==> src/rtl/krt_pkg.sv <==
// Package for the keyed record table: record type, command and status codes,
// and the control group that steers the cell chain. No dependencies.
package krt_pkg;

  localparam int IdW    = 16;
  localparam int PriceW = 24;
  localparam int QtyW   = 20;
  localparam int CmdW   = 3;
  localparam int StatW  = 3;

  typedef struct packed {
    logic [IdW-1:0]    id;
    logic [PriceW-1:0] price;
    logic [QtyW-1:0]   qty;
  } rec_t;

  localparam logic [CmdW-1:0] CMD_ADD    = 3'd0;
  localparam logic [CmdW-1:0] CMD_UPDATE = 3'd1;
  localparam logic [CmdW-1:0] CMD_LOOKUP = 3'd2;
  localparam logic [CmdW-1:0] CMD_DELETE = 3'd3;
  localparam logic [CmdW-1:0] CMD_SCAN   = 3'd4;
  localparam logic [CmdW-1:0] CMD_LIST   = 3'd5;

  localparam logic [StatW-1:0] STAT_OK       = 3'd0;
  localparam logic [StatW-1:0] STAT_FULL     = 3'd1;
  localparam logic [StatW-1:0] STAT_DUP      = 3'd2;
  localparam logic [StatW-1:0] STAT_NOTFOUND = 3'd3;
  localparam logic [StatW-1:0] STAT_NONE     = 3'd4;

  typedef logic [1:0] chain_mode_t;
  localparam chain_mode_t CH_HOLD  = 2'd0;
  localparam chain_mode_t CH_ROT   = 2'd1;
  localparam chain_mode_t CH_SHIFT = 2'd2;
  localparam chain_mode_t CH_LOAD  = 2'd3;

  typedef logic [1:0] cell_op_t;
  localparam cell_op_t CELL_HOLD = 2'd0;
  localparam cell_op_t CELL_NBR  = 2'd1;
  localparam cell_op_t CELL_LOAD = 2'd2;

  typedef struct packed {
    chain_mode_t mode;
    rec_t        feed;
  } chain_ctrl_t;

endpackage

==> src/rtl/krt_cell.sv <==
// One table slot: holds a record, takes its neighbor's record or a loaded one.
// Depends on krt_pkg.
module krt_cell
  import krt_pkg::*;
(
  input  logic     clk,
  input  cell_op_t op,
  input  rec_t     nbr,
  input  rec_t     ld,
  output rec_t     rec
);

  rec_t rec_r;

  always_ff @(posedge clk) begin
    unique case (op)
      CELL_NBR:  rec_r <= nbr;
      CELL_LOAD: rec_r <= ld;
      default:   rec_r <= rec_r;
    endcase
  end

  assign rec = rec_r;

endmodule

==> src/rtl/krt_chain.sv <==
// Row of krt_cell slots: rotate toward the head, close a gap, or load a slot.
// Depends on krt_pkg and krt_cell.
module krt_chain
  import krt_pkg::*;
#(
  parameter int CAPACITY = 64,
  localparam int IW = (CAPACITY > 1) ? $clog2(CAPACITY) : 1
) (
  input  logic          clk,
  input  chain_ctrl_t   ctrl,
  input  logic [IW-1:0] sel_idx,
  output rec_t          head
);

  rec_t recs [CAPACITY];

  for (genvar i = 0; i < CAPACITY; i++) begin : g_cell
    localparam logic [IW-1:0] MyIdx = IW'(i);
    cell_op_t op;
    rec_t     nbr;

    if (i == CAPACITY - 1) begin : g_tail
      assign nbr = ctrl.feed;
    end else begin : g_mid
      assign nbr = recs[i+1];
    end

    always_comb begin
      unique case (ctrl.mode)
        CH_ROT:   op = CELL_NBR;
        CH_SHIFT: op = (i != CAPACITY - 1 && MyIdx >= sel_idx) ? CELL_NBR : CELL_HOLD;
        CH_LOAD:  op = (MyIdx == sel_idx) ? CELL_LOAD : CELL_HOLD;
        default:  op = CELL_HOLD;
      endcase
    end

    krt_cell u_cell (
      .clk (clk),
      .op  (op),
      .nbr (nbr),
      .ld  (ctrl.feed),
      .rec (recs[i])
    );
  end

  assign head = recs[0];

endmodule

==> config.mk <==
export PLATFORM = sky130hd
export DESIGN_NAME = krt_chain
export DESIGN_NICKNAME = d
export VERILOG_FILES = /design/src/rtl/krt_pkg.sv /design/src/rtl/krt_cell.sv /design/src/rtl/krt_chain.sv
export SDC_FILE = /design/constraint.sdc
export NUM_CORES = 2
export LEC_CHECK = 0
export BUFFER_PORTS_ARGS = -buffer_cell sky130_fd_sc_hd__buf_4
export CORE_UTILIZATION = 40
export CTS_CLUSTER_DIAMETER = 100
export DETAILED_ROUTE_END_ITERATION = 7
export HOLD_SLACK_MARGIN = 0.15
export PLACE_DENSITY_LB_ADDON = 0.15
export SYNTH_ARGS = -nofsm -noshare
export SYNTH_HDL_FRONTEND = slang
export SYNTH_SLANG_ARGS = --single-unit
==> constraint.sdc <==
create_clock -name clk -period 14.1 [get_ports clk]
set_input_delay 2.115 -clock clk [delete_from_list [all_inputs] [get_ports clk]]
set_output_delay 2.115 -clock clk [all_outputs]
set_load 0.02 [all_outputs]
== Yosys cells after proc, flatten, opt, wreduce, memory -nomap -nowiden ==
Index checks and enable logic that the tools add are counted.
Widths: inputs -> output; s select.
Word-level totals
  bits in registers: 3840
  logic and storage cells: 768
  output and inout port bits: 60
  input bits: 69
Operators by class
  eq/ne operators: 194
  magnitude comparators: 63
  muxes and demuxes: 254
  reductions and logical operators: 65
Operator list (count)
  $pmux 60 s2: 63
  $pmux 2 s3: 63
  $eq 6x6->1 const A: 32
  $ge 6x6->1 const A: 31
  $eq 2x2->1 const B: 66
  $eq 2x1->1 const B: 65
  $mux 2: 64
  $reduce_bool 2->1: 63
  $eq 5x6->1 const A: 16
  $ge 5x6->1 const A: 16
  $mux 1: 63
  $eq 4x6->1 const A: 8
  $ge 4x6->1 const A: 8
  $eq 3x6->1 const A: 4
  $ge 3x6->1 const A: 4
  $eq 2x6->1 const A: 2
  $ge 1x6->1 const A: 2
  $ge 2x6->1 const A: 2
  $eq 1x6->1 const A: 1
  $logic_not 6->1: 1
  $pmux 2 s2: 1
  $reduce_or 2->1: 1

== Longest topological paths before layout ==
  depth after elaboration: 5
  gate-level depth with buffers: 9
  gate-level depth less buffers: 5

== By module ==
From an unflattened synthesis, not the netlist that was laid out.
Second synthesis, totals
  cell total of the unflattened synthesis: 8568
  area, all modules: 183897.6 um2
Modules (own cells, without submodules)
  krt_cell: area an instance 2854.0 um2, times used 64, cells an instance 130, sequential area each 1801.7 um2
  krt_chain: area an instance 1242.4 um2, times used 1, cells an instance 248, sequential area each 0.0 um2

== Worst setup path after synthesis ==
Ideal clock, no wire load.
  kind: input -> register
  start point: input sel_idx[0]
  end point: register g_cell[63].u_cell.rec_r (netlist bit g_cell[63].u_cell.rec[0]), enable pin
  library setup time: 0.561 ns
  setup slack: 6.613 ns
  stages: 5
  arrival time: 6.926 ns
  data required time: 13.539 ns
  buffers on the path: 2
  cells stage by stage: buf_2 > and2_1 > buf_2 > nand2_2 > o21ai_0
Between the ends
  cells in the longest elaborated chain, start to end: 5
  elaborated cells between the ends (all ways): 6
  classes of those cells: eq/ne: 3; mux: 2; reduce/logical: 1
RTL lines
  start: declaration: line krt_chain.sv:11  | input logic [IW-1:0] sel_idx,
  $eq 6x6->1 *: line krt_chain.sv:32  | CH_LOAD: op = (MyIdx == sel_idx) ? CELL_LOAD : CELL_HOLD;
  $mux 2 *: line krt_chain.sv:32
  $pmux 2 s2 *: line krt_chain.sv:29  | unique case (ctrl.mode)
  $eq 2x1->1 / $eq 2x2->1 (equally long branches): line krt_cell.sv:16  | unique case (op)
  $reduce_or 2->1 (no source line) *
  end signal: assignment: line krt_cell.sv:17  | CELL_NBR: rec_r <= nbr;
  end signal: assignment: line krt_cell.sv:18  | CELL_LOAD: rec_r <= ld;
  end signal: assignment: line krt_cell.sv:19  | default: rec_r <= rec_r;
  end: declaration: line krt_cell.sv:13  | rec_t rec_r;
Mark *: on every way between the ends. The rest lies on a longest branch, timed or not.
A chain may end at the register's enable or synchronous reset.

== Worst setup path after layout ==
  start point: input sel_idx[3]
  end point: register g_cell[60].u_cell.rec_r (netlist bit g_cell[60].u_cell.rec[42]) (data pin)
Between the ends
  cells in the longest elaborated chain, start to end: 5
  elaborated cells between the ends (all ways): 8
  classes of those cells: order compare: 1; eq/ne: 3; mux: 4
RTL lines (line)
  $ge 6x6->1 / $eq 6x6->1 (equally long branches): krt_chain.sv:31, krt_chain.sv:32
  $mux 1 / $mux 2 (equally long branches): krt_chain.sv:31, krt_chain.sv:32
  $pmux 2 s3 *: krt_chain.sv:29
  $eq 2x2->1 / $eq 2x1->1 (equally long branches): krt_cell.sv:16
  $pmux 60 s2 *: krt_cell.sv:16
  end signal: assignment: krt_cell.sv:17
  end signal: assignment: krt_cell.sv:18
  end signal: assignment: krt_cell.sv:19
  end: declaration: krt_cell.sv:13
Marks and branches as above.

==> run summary <==
xor/xnor share of the synthesized area: 0
Longest Clk Path Bufs: 4
total core area: 0.407 mm^2
PostCTS Resize Cnt: 0
total CTS buffers: 415
number of synthesized flops with an enable pin: 3840
WHS Endpoint: g_cell[34].u_cell.rec[51]
syn_nets: 9003
LEAKAGE: 58.9 nW
nets: 8817
grt ovf: 0
Synth Area in Simple Gates: 0.00504
max_cap viols: 0
Post-Route Setup TNS: 0 ns
R2R Path End: g_cell[24].u_cell.rec[3]
Reg-to-Reg Start: g_cell[25].u_cell.rec[3]
Worst Min Path Start: g_cell[35].u_cell.rec[51]
H-tree depth: 5
cts-stage hold buffer count: 0
full die area: 0.413 mm^2
Initial DRT Pass Iterations: 6
power density cells: 142 mW/mm^2
Seq/Total Area, Yosys: 0.703
Initial Util: 0.403
Setup Viol. Count Final: 0
Async SR Flop Fraction: 0
outcome: finished clean
Tot GR Track Use: 0.200
worst reg-to-reg path cell count: 1
Worst Hold Class: register to register
routed vias/inst: 5.45
Slew @ Worst Pin: 1.31 ns
port bufs: 128
CP max FO: 31
syn_area_per_cell: 18.5 um^2
hold depth: 1
Yosys reg bits: 3840
Finished Cell Area: 0.182 mm^2
Syn. warnings: 0
DR iter-0 viols: 6233
final worst setup slack: 9.34 ns
worst endpoint data arrival time: 5.46 ns
Most used DFF post-synth: edfxtp_1
initial antenna violation count: 28
Adder-Cell Fraction of Synth Area: 0.00480
Layout area overhead: 11.1%
clock transition time at the flip-flop clock pins of the worst setup and hold paths: 0.06 ns
synthesized cell area: 0.164 mm^2
Tcrit/Tclk final: 0.338
die height: 642 um
Worst R2R Setup Slack: 12.85 ns
CP Capture Type: register
count of cell types in the netlist: 46
gpl congestion: 0.857
startpoint types: input port
Clock Sinks: 3840
placed cell area: 0.169 mm^2
layout cells sized above 1: 0.529
Final Skew: 0.0420 ns
worst skew pair latency: 0.98 ns
Worst Setup Path Type: input port to register
hold slack: 0.516 ns
global-route wire length before repair: 615 mm
Worst slew margin: 0.124
largest family of logic cells by synthesized area: multiplexers
crit path from: sel_idx[3]
Final Hold Viols: 0
vias in the first global route: 85700
dpl ws: 8.42 ns
Filler cells: 34900
WL per Instance: 29.0 um
flip-flop count of the largest register after layout: 3840
Post-route DRC: 0
Post-CTS Setup Bufs: 0
maximum vdd drop: 0.000118 V
Slew Limit Fails: 0
Multi-input gate area: 0.0448 mm^2
TritonCTS clock tree: built
Peak Freq: 210 MHz
antenna-violating nets left: 0
Die Width: 642 um
dpl hpwl: 238 mm
Crit path required time: 14.80 ns
Syn Inst Count: 8871
via count: 78900
mux contribution to synthesized area: 0.259
pin count of the biggest net entering global routing: 65
FF+latch area: 0.115 mm^2
fraction of the mapped netlist area in compound gates: 0.00267
Ports: 129
FP Rows: 234
Layout Utilization: 0.448
clock root buffer: clkbuf_16
Final Critical Period: 4.76 ns
drt total wl: 419 mm
RSZ-0062 raised after global routing: false
synth_stat cells, types with 3 or more instances:
cell | number | share of area
edfxtp_1 | 3840 | 0.70
mux2_2 | 3778 | 0.26
clkbuf_1 | 486 | 0.011
buf_2 | 394 | 0.012
inv_1 | 69 | 0.0016
ha_1 | 63 | 0.0048
nor2_1 | 55 | 0.0013
a21oi_1 | 38 | 0.0012
nand2_1 | 25 | 0.00057
o21ai_0 | 19 | 0.00058
nand2b_1 | 11 | 0.00042
nor2_4 | 11 | 0.00075
nor3_1 | 11 | 0.00034
nand3_1 | 8 | 0.00024
a31oi_1 | 7 | 0.00027
buf_4 | 7 | 0.00032
and2_1 | 4 | 0.00015
o22ai_1 | 4 | 0.00015
or2_2 | 4 | 0.00015
a21o_1 | 3 | 0.00014
layer usage:
metal | up-vias | share of wire | routed length [um] | GRT usage
li1 | 33800 | - | - | -
met1 | 42700 | 0.43 | 180000 | 0.263
met2 | 1757 | 0.50 | 209000 | 0.346
met3 | 594 | 0.040 | 16800 | 0.0241
met4 | 2 | 0.033 | 13900 | 0.0650
met5 | - | 0.000036 | 15 | 0
logic make-up after synthesis:
family / after synthesis
flip-flops: 3840
multiplexers: 3780
buffers and inverters: 959
AND/OR/NAND/NOR: 151
AO/OA/AOI/OAI: 78
adder cells (fa/ha/maj): 63
report_power, final:
| part | leakage [nW] | switching [mW] | internal (mW) | total [mW] |
|---|---|---|---|---|
| clock network | 6.37 | 4.53 | 6.04 | 10.6 |
| logic | 15.9 | 0.972 | 0.543 | 1.52 |
| registers | 36.6 | 0.209 | 13.5 | 13.7 |
final cells by class:
type,count,area share
antenna,6,0.0000823
tap,5428,0.0372
sequential,3840,0.632
clock buffer,497,0.0590
inverter,69,0.00149
clock inverter,267,0.0122
timing repair buffer,287,0.0118
multi-input combinational,4072,0.246
through the flow:
| step | total power [mW] | cells |
|---|---|---|
| 3_3_place_gp | 15.5 | 13700 |
| 3_5_place_dp | 15.5 | 13700 |
| 5_1_grt | 26.6 | 14500 |
| 2_1_floorplan | 14.8 | 8871 |
| 4_1_cts | 26.1 | 14500 |
| 6_report | 25.8 | 14500 |
worst max path at each step:
stage                                endpoint  slack, ns  cells after the start
finish              g_cell[60].u_cell.rec[42]       9.34                      7
global placement    g_cell[30].u_cell.rec[17]       8.42                      7
CTS                 g_cell[60].u_cell.rec[46]       9.48                      7
floorplan            g_cell[63].u_cell.rec[0]       6.61                      5
detailed placement  g_cell[60].u_cell.rec[46]       8.42                      7
global route        g_cell[60].u_cell.rec[57]       9.23                      7
worst max-delay path, cell delays in order:
cell and delay, ns:
buf_4 0.24, and2_1 0.48, nand2_1 0.30, nor2_1 0.21, ha_2 1.06, buf_4 0.61, mux2_2 0.39
placed cells by master, fill, tap and decap left out, types with 38 or more instances in the layout:
cell and instances:
a21oi_1 38, buf_4 287, clkbuf_1 79, clkbuf_16 418, clkinv_1 124, clkinv_2 88
edfxtp_1 3840, ha_2 59, inv_2 53, mux2_2 3778, nor2_1 55
Power figures use the tool's default switching activity.
